### src/design/ppru_pkg.sv
// Shared types and constants for the packed pixel row unpacker.
package ppru_pkg;

  localparam int unsigned MAX_WIDTH   = 4096;
  localparam int unsigned MAX_HEIGHT  = 4096;
  localparam int unsigned ROW_ALIGN   = 16;
  localparam int unsigned STRIDE_CAP  = 16384;
  localparam int unsigned QUEUE_DEPTH = 4;

  localparam int unsigned OFFSET_W = 24;
  localparam int unsigned CFG_IDX_W = 2;
  localparam int unsigned CFG_DATA_W = 16;

  localparam logic [CFG_IDX_W-1:0] CFG_PIXEL_MODE   = 2'd0;
  localparam logic [CFG_IDX_W-1:0] CFG_ROW_PIXELS   = 2'd1;
  localparam logic [CFG_IDX_W-1:0] CFG_STRIDE_BYTES = 2'd2;
  localparam logic [CFG_IDX_W-1:0] CFG_ROW_TOTAL    = 2'd3;

  localparam logic [2:0] MODE_BYTE = 3'd0;
  localparam logic [2:0] MODE_MONO = 3'd1;
  localparam logic [2:0] MODE_FOUR = 3'd2;
  localparam logic [2:0] MODE_TWO  = 3'd3;
  localparam logic [2:0] MODE_ONE  = 3'd4;

  // ROW_ALIGN is a power of two
  localparam logic [OFFSET_W-1:0] ALIGN_ADD  = OFFSET_W'(ROW_ALIGN - 1);
  localparam logic [OFFSET_W-1:0] ALIGN_MASK = ~ALIGN_ADD;

  typedef enum logic [1:0] {
    UNP_COPY,
    UNP_FOUR,
    UNP_TWO,
    UNP_ONE
  } unpack_t;

  typedef struct packed {
    logic [OFFSET_W-1:0] base;
    logic [7:0]          data;
    unpack_t             kind;
  } ppru_job_t;

endpackage

### src/design/ppru_ifs.sv
// Channel interfaces: input bytes, unpacked pixels and configuration writes.
interface ppru_in_if;
  logic       valid;
  logic       ready;
  logic [7:0] in_byte;
  logic       frame_start;
  modport source (output valid, in_byte, frame_start, input ready);
  modport sink (input valid, in_byte, frame_start, output ready);
endinterface

interface ppru_out_if;
  logic        valid;
  logic        ready;
  logic [23:0] out_offset;
  logic [7:0]  pixel_value;
  logic        last_of_run;
  modport source (output valid, out_offset, pixel_value, last_of_run, input ready);
  modport sink (input valid, out_offset, pixel_value, last_of_run, output ready);
endinterface

interface ppru_cfg_if;
  logic        valid;
  logic        ready;
  logic [1:0]  index;
  logic [15:0] data;
  modport source (output valid, index, data, input ready);
  modport sink (input valid, index, data, output ready);
endinterface

### src/design/ppru_front.sv
// Front end: config registers, row/stride/frame counters, job classification.
module ppru_front (
  input  logic                  clk,
  input  logic                  rst,
  ppru_in_if.sink               pix_in,
  ppru_cfg_if.sink              cfg,
  output logic                  push_valid,
  input  logic                  push_ready,
  output ppru_pkg::ppru_job_t   push_job
);
  import ppru_pkg::*;

  logic [2:0]  pixel_mode;
  logic [12:0] row_pixels;
  logic [14:0] stride_bytes;
  logic [12:0] row_total;

  logic [13:0] input_column;
  logic [12:0] row_pixel_count;
  logic        skipping_row_tail;
  logic [23:0] output_position;
  logic [12:0] rows_done;

  logic        accept;
  logic [13:0] col_eff;
  logic [12:0] cnt_eff;
  logic        skip_eff;
  logic [23:0] pos_eff;
  logic [12:0] rows_eff;
  logic [12:0] width;
  logic [12:0] height;
  logic [14:0] stride;
  logic        active;
  logic [14:0] col_inc;
  logic        wrapped;
  logic [13:0] col_new;
  unpack_t     kind;
  logic [3:0]  n;
  logic [3:0]  pix;
  logic [23:0] pos_n;
  logic [13:0] count;
  logic        row_end;

  assign cfg.ready = 1'b1;
  assign pix_in.ready = push_ready;
  assign accept = pix_in.valid && push_ready;

  always_comb begin
    col_eff  = pix_in.frame_start ? '0 : input_column;
    cnt_eff  = pix_in.frame_start ? '0 : row_pixel_count;
    skip_eff = pix_in.frame_start ? 1'b0 : skipping_row_tail;
    pos_eff  = pix_in.frame_start ? '0 : output_position;
    rows_eff = pix_in.frame_start ? '0 : rows_done;

    width  = (row_pixels > 13'(MAX_WIDTH)) ? 13'(MAX_WIDTH) : row_pixels;
    height = (row_total > 13'(MAX_HEIGHT)) ? 13'(MAX_HEIGHT) : row_total;
    stride = (stride_bytes > 15'(STRIDE_CAP)) ? 15'(STRIDE_CAP) : stride_bytes;
    active = (width != '0) && (height != '0) && (rows_eff < height);

    col_inc = {1'b0, col_eff} + 15'd1;
    wrapped = col_inc >= stride;
    col_new = wrapped ? '0 : col_inc[13:0];

    case (pixel_mode)
      MODE_MONO: begin kind = UNP_COPY; n = 4'd1; pix = 4'd8; end
      MODE_FOUR: begin kind = UNP_FOUR; n = 4'd2; pix = 4'd2; end
      MODE_TWO:  begin kind = UNP_TWO;  n = 4'd4; pix = 4'd4; end
      MODE_ONE:  begin kind = UNP_ONE;  n = 4'd8; pix = 4'd8; end
      default:   begin kind = UNP_COPY; n = 4'd1; pix = 4'd1; end
    endcase

    pos_n   = pos_eff + 24'(n);
    count   = {1'b0, cnt_eff} + 14'(pix);
    row_end = count >= {1'b0, width};
  end

  assign push_valid    = pix_in.valid && active && !skip_eff;
  assign push_job.base = pos_eff;
  assign push_job.data = pix_in.in_byte;
  assign push_job.kind = kind;

  always_ff @(posedge clk) begin
    if (rst) begin
      pixel_mode        <= MODE_BYTE;
      row_pixels        <= 13'd1;
      stride_bytes      <= 15'd1;
      row_total         <= 13'd1;
      input_column      <= '0;
      row_pixel_count   <= '0;
      skipping_row_tail <= 1'b0;
      output_position   <= '0;
      rows_done         <= '0;
    end else begin
      if (cfg.valid) begin
        case (cfg.index)
          CFG_PIXEL_MODE:   pixel_mode   <= cfg.data[2:0];
          CFG_ROW_PIXELS:   row_pixels   <= cfg.data[12:0];
          CFG_STRIDE_BYTES: stride_bytes <= cfg.data[14:0];
          CFG_ROW_TOTAL:    row_total    <= cfg.data[12:0];
          default: ;
        endcase
      end
      if (accept) begin
        if (!active) begin
          input_column      <= col_eff;
          row_pixel_count   <= cnt_eff;
          skipping_row_tail <= skip_eff;
          output_position   <= pos_eff;
          rows_done         <= rows_eff;
        end else if (skip_eff) begin
          input_column      <= col_new;
          row_pixel_count   <= cnt_eff;
          skipping_row_tail <= !wrapped;
          output_position   <= pos_eff;
          rows_done         <= rows_eff;
        end else if (row_end) begin
          input_column      <= col_new;
          row_pixel_count   <= '0;
          skipping_row_tail <= !wrapped;
          output_position   <= (pos_n + ALIGN_ADD) & ALIGN_MASK;
          rows_done         <= rows_eff + 13'd1;
        end else begin
          input_column      <= col_new;
          row_pixel_count   <= count[12:0];
          skipping_row_tail <= 1'b0;
          output_position   <= pos_n;
          rows_done         <= rows_eff;
        end
      end
    end
  end

endmodule

### src/design/ppru_queue.sv
// Job queue between the front end and the pixel emitter.
module ppru_queue #(
  parameter int unsigned DEPTH = ppru_pkg::QUEUE_DEPTH
) (
  input  logic                clk,
  input  logic                rst,
  input  logic                push_valid,
  output logic                push_ready,
  input  ppru_pkg::ppru_job_t push_job,
  output logic                head_valid,
  input  logic                pop,
  output ppru_pkg::ppru_job_t head_job
);
  import ppru_pkg::*;

  localparam int unsigned PTR_W = (DEPTH > 1) ? $clog2(DEPTH) : 1;
  localparam int unsigned CNT_W = $clog2(DEPTH + 1);

  ppru_job_t         mem [DEPTH];
  logic [PTR_W-1:0]  wr_ptr;
  logic [PTR_W-1:0]  rd_ptr;
  logic [CNT_W-1:0]  count;
  logic              do_push;
  logic              do_pop;

  assign push_ready = count != CNT_W'(DEPTH);
  assign head_valid = count != '0;
  assign head_job   = mem[rd_ptr];
  assign do_push    = push_valid && push_ready;
  assign do_pop     = pop && head_valid;

  always_ff @(posedge clk) begin
    if (do_push) mem[wr_ptr] <= push_job;
  end

  always_ff @(posedge clk) begin
    if (rst) begin
      wr_ptr <= '0;
      rd_ptr <= '0;
      count  <= '0;
    end else begin
      if (do_push) wr_ptr <= (wr_ptr == PTR_W'(DEPTH - 1)) ? '0 : wr_ptr + 1'b1;
      if (do_pop)  rd_ptr <= (rd_ptr == PTR_W'(DEPTH - 1)) ? '0 : rd_ptr + 1'b1;
      case ({do_push, do_pop})
        2'b10:   count <= count + 1'b1;
        2'b01:   count <= count - 1'b1;
        default: ;
      endcase
    end
  end

endmodule

### src/design/ppru_back.sv
// Back end: splits each job into pixels, one per cycle while pix_out is not stalled, into an output register.
module ppru_back (
  input  logic                clk,
  input  logic                rst,
  input  logic                head_valid,
  input  ppru_pkg::ppru_job_t head_job,
  output logic                pop,
  ppru_out_if.source          pix_out
);
  import ppru_pkg::*;

  logic [2:0] k;
  logic       advance;
  logic       last;
  logic [7:0] value;

  assign advance = head_valid && (!pix_out.valid || pix_out.ready);
  assign pop     = advance && last;

  always_comb begin
    case (head_job.kind)
      UNP_FOUR: begin
        last  = k == 3'd1;
        value = k[0] ? {4'b0, head_job.data[3:0]} : {4'b0, head_job.data[7:4]};
      end
      UNP_TWO: begin
        last  = k == 3'd3;
        value = (head_job.data >> (3'd6 - {k[1:0], 1'b0})) & 8'h03;
      end
      UNP_ONE: begin
        last  = k == 3'd7;
        value = (head_job.data >> (3'd7 - k)) & 8'h01;
      end
      default: begin
        last  = 1'b1;
        value = head_job.data;
      end
    endcase
  end

  always_ff @(posedge clk) begin
    if (rst) begin
      k             <= '0;
      pix_out.valid <= 1'b0;
    end else begin
      if (advance) begin
        pix_out.valid       <= 1'b1;
        pix_out.out_offset  <= head_job.base + 24'(k);
        pix_out.pixel_value <= value;
        pix_out.last_of_run <= last;
        k                   <= last ? '0 : k + 3'd1;
      end else if (pix_out.ready) begin
        pix_out.valid <= 1'b0;
      end
    end
  end

endmodule

### src/design/packed_pixel_row_unpacker.sv
// Top level of the packed pixel row unpacker.
//
//   channel   dir   payload                                   item
//   pix_in    in    in_byte, frame_start                      one raw byte
//   pix_out   out   out_offset, pixel_value, last_of_run      one pixel
//   cfg       in    index, data                               one register write
//
// One pixel leaves per cycle from a registered output while pix_out is ready; a byte
// gives 1, 2, 4 or 8 pixels, so input runs at one byte per cycle in copy modes while
// the queue has room, and slower in the packed modes, set by the single-pixel emitter.
// The first pixel of a byte passes through the job queue, then the output register.
// A QUEUE_DEPTH job queue lets bytes be taken while pixels wait on pix_out.
// Synchronous reset clears counters and sets registers to defaults; no clearing pass.
module packed_pixel_row_unpacker #(
  parameter int unsigned QUEUE_DEPTH = ppru_pkg::QUEUE_DEPTH
) (
  input  logic        clk,
  input  logic        rst,
  ppru_in_if.sink     pix_in,
  ppru_out_if.source  pix_out,
  ppru_cfg_if.sink    cfg
);
  import ppru_pkg::*;

  logic      push_valid;
  logic      push_ready;
  ppru_job_t push_job;
  logic      head_valid;
  logic      pop;
  ppru_job_t head_job;

  ppru_front u_front (
    .clk        (clk),
    .rst        (rst),
    .pix_in     (pix_in),
    .cfg        (cfg),
    .push_valid (push_valid),
    .push_ready (push_ready),
    .push_job   (push_job)
  );

  ppru_queue #(
    .DEPTH (QUEUE_DEPTH)
  ) u_queue (
    .clk        (clk),
    .rst        (rst),
    .push_valid (push_valid),
    .push_ready (push_ready),
    .push_job   (push_job),
    .head_valid (head_valid),
    .pop        (pop),
    .head_job   (head_job)
  );

  ppru_back u_back (
    .clk        (clk),
    .rst        (rst),
    .head_valid (head_valid),
    .head_job   (head_job),
    .pop        (pop),
    .pix_out    (pix_out)
  );

endmodule

### src/flat_wrapper.sv
// flat-port wrapper written by rule: the top's interface ports become plain ports
module packed_pixel_row_unpacker_flat import ppru_pkg::*;
#(
  parameter int unsigned QUEUE_DEPTH = ppru_pkg::QUEUE_DEPTH
)
  (clk, rst, pix_in_valid, pix_in_in_byte, pix_in_frame_start, pix_in_ready, pix_out_valid, pix_out_out_offset, pix_out_pixel_value, pix_out_last_of_run, pix_out_ready, cfg_valid, cfg_index, cfg_data, cfg_ready);
  ppru_in_if pix_in_i ();
  ppru_out_if pix_out_i ();
  ppru_cfg_if cfg_i ();
  input  logic clk;
  input  logic rst;
  input wire logic [$bits(pix_in_i.valid)-1:0] pix_in_valid;
  input wire logic [$bits(pix_in_i.in_byte)-1:0] pix_in_in_byte;
  input wire logic [$bits(pix_in_i.frame_start)-1:0] pix_in_frame_start;
  output wire logic [$bits(pix_in_i.ready)-1:0] pix_in_ready;
  output wire logic [$bits(pix_out_i.valid)-1:0] pix_out_valid;
  output wire logic [$bits(pix_out_i.out_offset)-1:0] pix_out_out_offset;
  output wire logic [$bits(pix_out_i.pixel_value)-1:0] pix_out_pixel_value;
  output wire logic [$bits(pix_out_i.last_of_run)-1:0] pix_out_last_of_run;
  input wire logic [$bits(pix_out_i.ready)-1:0] pix_out_ready;
  input wire logic [$bits(cfg_i.valid)-1:0] cfg_valid;
  input wire logic [$bits(cfg_i.index)-1:0] cfg_index;
  input wire logic [$bits(cfg_i.data)-1:0] cfg_data;
  output wire logic [$bits(cfg_i.ready)-1:0] cfg_ready;
  assign pix_in_i.valid = pix_in_valid;
  assign pix_in_i.in_byte = pix_in_in_byte;
  assign pix_in_i.frame_start = pix_in_frame_start;
  assign pix_in_ready = pix_in_i.ready;
  assign pix_out_valid = pix_out_i.valid;
  assign pix_out_out_offset = pix_out_i.out_offset;
  assign pix_out_pixel_value = pix_out_i.pixel_value;
  assign pix_out_last_of_run = pix_out_i.last_of_run;
  assign pix_out_i.ready = pix_out_ready;
  assign cfg_i.valid = cfg_valid;
  assign cfg_i.index = cfg_index;
  assign cfg_i.data = cfg_data;
  assign cfg_ready = cfg_i.ready;
  packed_pixel_row_unpacker #(.QUEUE_DEPTH(QUEUE_DEPTH)) u_core (.clk(clk), .rst(rst), .pix_in(pix_in_i), .pix_out(pix_out_i), .cfg(cfg_i));
endmodule
### config.mk
export PLATFORM = sky130hd
export DESIGN_NAME = packed_pixel_row_unpacker_flat
export DESIGN_NICKNAME = d
export VERILOG_FILES = /design/src/design/ppru_pkg.sv /design/src/design/ppru_ifs.sv /design/src/design/ppru_front.sv /design/src/design/ppru_queue.sv /design/src/design/ppru_back.sv /design/src/design/packed_pixel_row_unpacker.sv /design/src/flat_wrapper.sv
export SDC_FILE = /design/constraint.sdc
export NUM_CORES = 1
export LEC_CHECK = 0
export BUFFER_PORTS_ARGS = -buffer_cell sky130_fd_sc_hd__buf_2
export CELL_PAD_IN_SITES_DETAIL_PLACEMENT = 0
export CELL_PAD_IN_SITES_GLOBAL_PLACEMENT = 1
export CORE_UTILIZATION = 30
export CTS_BUF_LIST = sky130_fd_sc_hd__clkbuf_8
export DETAILED_ROUTE_END_ITERATION = 7
export PLACE_DENSITY = 0.63
export REMOVE_ABC_BUFFERS = 1
export SLEW_MARGIN = 20
export SYNTH_ARGS = -nofsm -noshare
export SYNTH_HDL_FRONTEND = slang
export SYNTH_SLANG_ARGS = --single-unit
### constraint.sdc
create_clock -name clk -period 6.5 [get_ports clk]
set_clock_uncertainty 0.1 [all_clocks]
set_input_delay 0.65 -clock clk [delete_from_list [all_inputs] [get_ports clk]]
set_output_delay 0.65 -clock clk [all_outputs]
set_load 0.02 [all_outputs]
---- Yosys cells after proc, flatten, opt, wreduce, memory -nomap -nowiden ----
Memory sizes are Yosys's and may differ from the RTL's. A register that Yosys moved wholly into a read port is not among the register bits.
Cells that the tools add are included.
operators by class
  muxes and demuxes ....................... 38
  equal/unequal tests ..................... 18
  shifts and indexed selects .............. 2
  reduce and logical (&&, ||, !) cells .... 25
  magnitude comparators ................... 6
  bitwise gates (word level) .............. 1
  add/subtract/negate cells ............... 13
operators with widths
  operator                 number
  $mux W13                 10
  $mux W24                 4
  $mux W14                 3
  $gt A13 B13 Y1 const B   2
  $reduce_bool A13 Y1      2
  $add A24 B3 Y24          1
  $add A24 B4 Y24          1
  $add A24 B4 Y24 const B  1
  $pmux W4 S3              2
  $pmux W8 S3              1
  $add A14 B1 Y15 const B  1
  $ge A15 B15 Y1           1
  $gt A15 B15 Y1 const B   1
  $mux W15                 1
  $add A13 B4 Y14          1
  $eq A2 B2 Y1 const B     7
  $ge A14 B13 Y1           1
  $add A13 B1 Y13 const B  1
  $lt A13 B13 Y1           1
  $reduce_and A2 Y1        5
  $eq A3 B2 Y1 const B     3
  $logic_and A1 B1 Y1      9
  $mux W1                  8
  $mux W2                  4
  22 further kinds         32
word-level totals
  input bits .............................. 32
  register bits after elaboration ......... 153
  memories kept ........................... 1
  output and inout bits ................... 36
  logic and storage cells ................. 121
  bits in writable memories ............... 136
memory list
  memory              words  width  rd ports  clocked after Yosys merged registers in  wr ports  RTL line          RTL
  u_core.u_queue.mem  4      34     1         1                                        1         ppru_queue.sv:19  ppru_job_t mem [DEPTH];

---- Logic depth before layout (Yosys ltp) ----
Gate-level depths: netlist of the first run.
  depth in word-level cells ............... 10
  mapped depth ............................ 26
  depth with buffers taken out ............ 20

---- Cells and area by module ----
From an unflattened synthesis of the first run, not the netlist that was laid out.
unflattened totals
  cells, all modules ...................... 1,368
  area total of the unflattened synthesis .. 14,681.6 sq um
modules (own cells, without submodules)
  module      cells an instance  area an instance (sq um)  sequential area each (sq um)  instances
  ppru_front  972                7,285.7                   2,182.1                       1
  ppru_queue  230                5,391.4                   4,264.1                       1
  ppru_back   166                2,004.4                   1,071.0                       1

---- Least setup slack after synthesis of the first run ----
Ideal clock, no wire load.
  path kind ............................... in2reg
  start ................................... input pix_in_frame_start
  end ..................................... register u_core.u_front.output_position[17]
  stages on the path ...................... 24
  required time ........................... 6.338 ns
  library setup time ...................... 0.062 ns
  setup slack ............................. 0.958 ns
  data arrival time ....................... 5.380 ns
  buffers on the path ..................... 5
  path through ............................ buf_2 buf_6 clkbuf_1 clkbuf_1 clkbuf_1 nor2b_1 ha_1 fa_1 a21o_1 a21oi_1 nor2_1 nand3_1 xor2_1 nor2_1 ha_1 o21ai_0 a21oi_1 o221a_2 a21oi_1 a211oi_4 nand3_2 or4b_4 a211o_1 nand3_1
on the way
  longest elaborated chain between the ends .. 6
  elaborated cells between the ends (all ways) .. 13
  classes of those cells .................. 3 x add/sub; 2 x order compare; 7 x mux; 1 x reduce/logical
ends and longest elaborated chain
  what                                                RTL line                             RTL
  start, declared                                     flat_wrapper.sv:14                   input wire logic [$bits(pix_in_i.frame_start)-1:0] pix_in_frame_start;
  $mux W24 or $mux W13 (tied branches)                ppru_front.sv:52, ppru_front.sv:50
  $add A24 B4 Y24 or $add A13 B4 Y14 (tied branches)  ppru_front.sv:72, ppru_front.sv:73
  $add A24 B4 Y24 or $ge A14 B13 Y1 (tied branches)   ppru_front.sv:120, ppru_front.sv:74
  $mux W24                                            ppru_front.sv:116                    end else if (row_end) begin
  $mux W24                                            ppru_front.sv:110                    end else if (skip_eff) begin
  $mux W24 (*)                                        ppru_front.sv:104                    if (!active) begin
  end signal, assigned                                ppru_front.sv:108                    output_position <= pos_eff;
  end signal, assigned                                ppru_front.sv:114                    output_position <= pos_eff;
  end signal, assigned                                ppru_front.sv:120                    output_position <= (pos_n + ALIGN_ADD) & ALIGN_MASK;
  end, declared                                       ppru_front.sv:21                     logic [23:0] output_position;
Every way passes the cells marked *; elsewhere a longest branch is shown, timed or not.
A chain may end at the register's enable or synchronous reset.

---- Worst setup path after layout of the first run ----
  start ................................... register u_core.u_front.pixel_mode[1]
  end ..................................... register u_core.u_front.row_pixel_count[0]
on the way
  longest elaborated chain between the ends .. 8
  elaborated cells between the ends (all ways) .. 11
  classes of those cells .................. 1 x add/sub; 1 x order compare; 4 x eq/ne; 4 x mux; 1 x reduce/logical
ends and longest elaborated chain
  what                                          RTL line           RTL
  start, declared                               ppru_front.sv:13   logic [2:0] pixel_mode;
  start signal, assigned                        ppru_front.sv:96   CFG_PIXEL_MODE: pixel_mode <= cfg.data[2:0];
  $eq A3 B3 Y1 or $eq A3 B1 Y1 (tied branches)  ppru_front.sv:64   case (pixel_mode)
  $reduce_or A2 Y1 (no source line)             n/a
  $pmux W4 S3 (*)                               ppru_front.sv:64
  $add A13 B4 Y14 (*)                           ppru_front.sv:73   count = {1'b0, cnt_eff} + 14'(pix);
  $ge A14 B13 Y1                                ppru_front.sv:74   row_end = count >= {1'b0, width};
  $mux W13 (*)                                  ppru_front.sv:116
  $mux W13 (*)                                  ppru_front.sv:110
  $mux W13 (*)                                  ppru_front.sv:104
  end signal, assigned                          ppru_front.sv:106  row_pixel_count <= cnt_eff;
  end signal, assigned                          ppru_front.sv:112  row_pixel_count <= cnt_eff;
  end signal, assigned                          ppru_front.sv:124  row_pixel_count <= count[12:0];
  end, declared                                 ppru_front.sv:19   logic [12:0] row_pixel_count;
Marked as above.

==> results of run 1 <==
-- per-layer routing --
layer	wire (microns)	vias to the layer above	global-route usage (%)
met2	15300	190	22.2
met5	0	-	0
met1	16600	4898	19.0
met4	500	0	3.60
met3	1430	45	2.42
li1	-	5143	-
-- per-stage QoR --
step	instances	instance area, sq um
3_5_place_dp	2012	15700
4_1_cts	2104	16700
6_report	2105	16700
2_1_floorplan	1315	14400
3_3_place_gp	2012	15700
5_1_grt	2104	16700
-- flip-flops by register name, indices dropped and copies added (netlist names), 13 cells and up, named ones only --
register                          flops
u_core.u_front.row_total             13
u_core.u_front.row_pixel_count       13
u_core.u_front.output_position       24
u_core.u_front.row_pixels            13
u_core.u_back.pix_out.out_offset     24
u_core.u_queue.mem                  136
u_core.u_front.stride_bytes          15
u_core.u_front.input_column          14
u_core.u_front.rows_done             13
-- power groups by stage --
stage | Combinational, uW | Clock [uW] | Sequential [uW]
6_report | 1160 | 1680 | 2270
5_1_grt | 1290 | 1830 | 2290
4_1_cts | 1190 | 1740 | 2270
3_5_place_dp | 1190 | 0 | 2310
3_3_place_gp | 1170 | 0 | 2300
2_1_floorplan | 693 | 0 | 2430
-- Yosys cell counts, drive strengths merged (5+ instances only) --
cell type  instances  area (sq um)
nor2             112           420
nor4              15          93.8
mux2i              7          70.1
a21o              29           218
o211ai             5          37.5
a211oi             8          82.6
nand2            212           796
inv               33           124
and3              22           139
edfxtp           169          5070
nand4             28           181
nand3             35           180
a21oi             85           425
ha                65           813
o21ai             35           175
a22o               7          61.3
and2              21           133
dfxtp            122          2440
or2                8          50.1
mux4              36           811
nor2b             51           319
buf               11          77.6
xnor2             53           464
nand2b             6          37.5
clkbuf            53           199
or3               11          73.8
and4               5          43.8
xor2              37           324
nor3              14          75.1
a22oi             20           150
nand3b             6          45.0
-- worst max-delay path: stages (launching register included) --
cell and delay (ns):
dfxtp_1 0.44, nor2b_1 0.32, nor2b_1 0.34, ha_1 0.30
a211oi_1 0.22, o21bai_1 0.16, nor2b_1 0.17, nand4_1 0.15
xor2_1 0.23, nor2_1 0.07, ha_1 0.30, a211o_1 0.32
a211oi_1 0.21, o221ai_1 0.15, a21oi_1 0.48, nand2_1 0.36
nor2_1 0.44, buf_4 0.25, a22oi_1 0.08, nor2_1 0.09
-- cell families after synthesis --
family	after synthesis	synth area share, %
and+or+nand+nor	558	18.4
DFF	291	51.1
AOI/OAI and AO/OA	227	10.1
buffers and inverters	97	2.72
xor gates and xnor gates	90	5.36
adders and majority gates	69	6.08
muxes	46	6.22
other	1	0.0255
-- final timing paths --
check / to / cells after the start
setup / recovery: u_core.u_front.row_pixel_count[0]$_SDFFE_PP0P_ / 19
hold / removal: u_core.u_queue.mem[3][7]$_DFFE_PP_ / 1
setup reg to reg: u_core.u_front.row_pixel_count[0]$_SDFFE_PP0P_ / 19
hold reg to reg: u_core.u_front.output_position[15]$_SDFFE_PP0P_ / 2
-- layout by cell type (no fill, tap or decap), drive strengths merged, types with 5 or more instances in the layout --
master | netlist | layout
mux4 | 36 | 36
nor3 | 14 | 14
inv | 33 | 50
o211ai | 5 | 5
ha | 65 | 65
a22oi | 20 | 20
nand3b | 6 | 6
and4 | 5 | 5
nand4 | 28 | 28
clkinv | 0 | 15
nand2b | 6 | 6
and3 | 22 | 22
or3 | 11 | 11
dfxtp | 122 | 122
or2 | 8 | 8
edfxtp | 169 | 169
nor2 | 112 | 112
a21o | 29 | 29
nor2b | 51 | 51
xnor2 | 53 | 53
xor2 | 37 | 37
mux2i | 7 | 7
a22o | 7 | 7
nand2 | 212 | 212
clkbuf | 53 | 58
nor4 | 15 | 15
o21ai | 35 | 35
and2 | 21 | 21
a21oi | 85 | 85
nand3 | 35 | 35
buf | 11 | 82
a211oi | 8 | 8
-- final cells by class --
cell class | instances | share of cell area, %
sequential | 291 | 45.0
multi-input combinational | 991 | 40.7
clock buffer | 58 | 4.78
tap | 615 | 4.61
timing repair buffer | 82 | 2.73
clock inverter | 34 | 1.35
inverter | 33 | 0.742
antenna | 1 | 0.0150
==> out/metrics.cfg, run 1 <==
[placed_design]
place_hpwl_microns=23400
gp_congestion=0.802
pre_cts_ws_ns=1.03
io_buffers=65

[grt]
grt_antenna_before_repair=0
grt_pass1_vias=10257
overflow=0
grt_max_degree=70
grt_pass1_wl_microns=55000
grt_usage_pct=13.8

[critical_path]
path_max_fanout=8
endpoint_kind=flop
start_kind=flop
reg2reg_from=u_core.u_front.pixel_mode[1]$_SDFFE_PP0P_
ff2ff_setup_slack_ns=1.24
critPathKind=flop to flop
critical_path_arrival_ns=5.69
crit_required_ns=6.93
crit_path_start=u_core.u_front.pixel_mode[1]$_SDFFE_PP0P_

[sta]
setup_viol=0
min_period_ns=5.26
worstMarginPinSlew_ns=0.902
fin_crit_sh_pct=81.0
timing.hold.ws_ns=0.154
slew_headroom_pct=39.7
slew_violations=0
setup_ws_ns=1.24
hold_violations=0
rsz0062_at_grt=false
tns_ns=0
clock.fmax_mhz=190

[power]
pwr-share-seq_pct=44.4
p_switching_uw=1560
internal_power_uw=3560
p_per_area_mw_per_mm2=306
p_comb_share_pct=22.7
finalPower_uw=5110
cellLeakagePower_uw=0.00617
irDropWorstVdd_mv=0.130
clkPwrFrac_pct=32.9
switching_share_pct=30.5

[floorplanning]
fp.coreArea_sq_mm=0.0480
fp.dieW_microns=223
die_h_microns=223
pin_count=68
start_util_pct=30.6
num_rows=80
die_area_sq_mm=0.0499

[route]
drt_iter0_drc=468
vias=10276
drt-vias-per-instance=4.88
wire_per_inst_microns=16.1
dr.pass1.iters=5
drtAntennaViolNets=0
drt-total-wl_microns=33800
drc_errors=0

[min_path]
min_from=pix_in_in_byte[5]
hp-class=input port to flop

[synthesis]
ys_types=79
synth_ff_type=edfxtp_1
synth_edf_count=169
async_reset_ff_share_pct=0
ys_seq_area_share_pct=51.1
ys_ff_latch=291
syn_area_per_cell_sq_um=10.7
synthesis.area_sq_mm=0.0147
netlist_instances=1379
ys_warn_count=0

[clock_network]
cts_tree=yes
clockRootBuffer=clkbuf_8
cts_hold_buf=0
cts.sinks=291
clk_pin_slew_ns=0.06
worstSkewPairLatency_ns=0.62
clockBufferDepth=3
cts_buffers=49
postCtsSetupBuffers=0
cts-resized-gates=0
h-tree-depth=2

[final_layout]
nets=1549
layout-area-overhead-vs-synth_pct=13.6
drive_gt1_share_pct=15.0
utilization_pct=34.8
multiInputGateArea_sq_mm=0.00680
regArea_sq_mm=0.00752
fillerInstances=4901

[run_status]
outcome=finished clean

[flow_run]
cap_violations=0

Note: power is estimated with default switching activity, not from simulation.
==> run 2, diff against run 1 <==
- PLACE_DENSITY: 0.63 -> 0.65
- clock period: 6.5 -> 4.83 ns (I/O delays scaled with it)
==> out/metrics.cfg, run 2 (synthesized netlist as in run 1, its figures left out) <==
[run_status]
outcome=finished clean

[final_layout]
largest_register_ffs=136
layout-area-overhead-vs-synth_pct=16.6
utilization_pct=35.7
drive_gt1_share_pct=16.4
final_cell_mix=nand2_1 (212), edfxtp_1 (169), dfxtp_1 (120), nor2_1 (110), a21oi_1 (82)
regArea_sq_mm=0.00752
nets=1596
fillerInstances=4880
multiInputGateArea_sq_mm=0.00683
regMostFlops=u_core.u_queue.mem
layout_commonest_cell=nand2_1
top_regs=u_core.u_queue.mem (136), u_core.u_back.pix_out.out_offset (24), u_core.u_front.output_position (24)

[grt]
grt_usage_pct=14.1
grt_max_degree=46
grt_pass1_vias=10479
grt_pass1_wl_microns=56000
grt_antenna_before_repair=2
overflow=0

[critical_path]
critical-path-slowest-cell=or4b_4
path_buf_inv=1
critical_path_arrival_ns=5.04
slowest_delay_ns=0.54
crit_chain=nor2b_2 -> nor2b_1 -> buf_4 -> fa_1 -> a21o_1 -> a21oi_2 -> or2_2 -> or3_1 -> a21oi_2 -> ha_1 -> a211o_1 -> a211oi_1 -> o221ai_1 -> a21oi_2 -> a211oi_4 -> nand3_2 -> or4b_4 -> a211o_1 -> nand3_1
endpoint_kind=flop
crit_required_ns=5.30
start_kind=flop
path_delay_family=simple AND/OR/NAND/NOR gates
reg2reg_from=u_core.u_front.pixel_mode[1]$_SDFFE_PP0P_
critPathKind=flop to flop
cp_common_cell=a21oi_2
crit_path_start=u_core.u_front.pixel_mode[1]$_SDFFE_PP0P_
path_max_fanout=7

[min_path]
hp-class=input port to flop
min_from=cfg_data[14]

[clock_network]
clockRootBuffer=clkbuf_8
clockBufferDepth=3
h-tree-depth=2
cts_tree=yes
clk_pin_slew_ns=0.07
cts_buffers=49
cts.sinks=291
postCtsSetupBuffers=0
worstSkewPairLatency_ns=0.65

[route]
drt_iter0_drc=515
drt-vias-per-instance=4.83
drt-total-wl_microns=34200
wire_per_inst_microns=15.9
drc_errors=0
drtAntennaViolNets=0
vias=10380
dr.pass1.iters=5

[power]
irDropWorstVdd_mv=0.169
cellLeakagePower_uw=0.00641
p_per_area_mw_per_mm2=401

[sta]
timing.hold.ws_ns=0.0561
slew_headroom_pct=34.5
setup_viol=0
worstMarginPinSlew_ns=0.980
clock.fmax_mhz=219
min_period_ns=4.57
slew_violations=0
hold_violations=0
fin_crit_sh_pct=94.5

[floorplanning]
fp.dieW_microns=223
fp.coreArea_sq_mm=0.0480
pin_count=68
die_area_sq_mm=0.0499
start_util_pct=30.6
num_rows=80
die_h_microns=223

[flow_run]
cap_violations=0

[placed_design]
place_hpwl_microns=23900
gp_congestion=0.787
io_buffers=65

## run 2: changes by cell type in the layout (fill, tap and decap cells not counted), moves of 4 or more
| cell | delta |
|---|---|
| inv_1 | +8 |
| dlygate4sd3_1 | +21 |
| buf_12 | +4 |
| buf_4 | +22 |
| clkinv_2 | -8 |
## run 2: final timing paths
kind / slack (ns) / end / depth (start not counted)
hold / removal: 0.06 / u_core.u_front.stride_bytes[14]$_SDFFE_PP0P_ / 3
hold reg to reg: 0.37 / u_core.u_front.output_position[15]$_SDFFE_PP0P_ / 2
setup reg to reg: 0.26 / u_core.u_front.output_position[17]$_SDFFE_PP0P_ / 19
setup / recovery: 0.26 / u_core.u_front.output_position[17]$_SDFFE_PP0P_ / 19
## run 2: cell type report
type / instances / area share [%]
clock buffers: 60 / 4.81
repair buffers: 129 / 5.31
clock inverters: 30 / 0.963
flip-flops and latches: 291 / 43.8
well taps: 615 / 4.49
inverters: 33 / 0.722
multi-input cells: 991 / 39.8
diodes: 1 / 0.0146
## run 2: metal layers
metal	GRT usage, %	wire (microns)	vias up
met3	2.70	1240	55
met2	22.8	15800	157
met5	0	17	-
met4	5.24	773	2
li1	-	-	5211
met1	18.6	16300	4955
## run 2: power breakdown
| part | switching [uW] | internal [uW] |
|---|---|---|
| Clock | 1030 | 1180 |
| Combinational | 935 | 658 |
| Sequential | 125 | 2950 |
| Total | 2090 | 4790 |
## run 2: worst min-delay path, delay by kind of cell
kind / cells / cell delay [ns]
AND/OR/NAND/NOR: 1 / 0.08
buffers and inverters: 1 / 0.10
AO/OA/AOI/OAI: 1 / 0.06
## run 2: metrics by stage
stage | TNS [ns] | cells | setup WS (ns) | power [uW] | instance area (sq um)
5_1_grt | -0.00185 | 2150 | -0.00185 | 7280 | 17200
3_5_place_dp | -0.0268 | 2038 | -0.0268 | 4740 | 15900
6_report | 0 | 2150 | 0.264 | 6880 | 17200
2_1_floorplan | 0 | 1315 | 0.378 | 4200 | 14400
4_1_cts | 0 | 2149 | 0.00236 | 7000 | 17100
3_3_place_gp | 0 | 2038 | 0.00863 | 4700 | 15900
## run 2: repair_timing
action | 4_1_cts | 5_1_grt
hold endpoints to repair | 53 | 0
endpoints found under the setup margin | 0 | 49
hold buffers | 21 | 0
resized for setup | 0 | 10
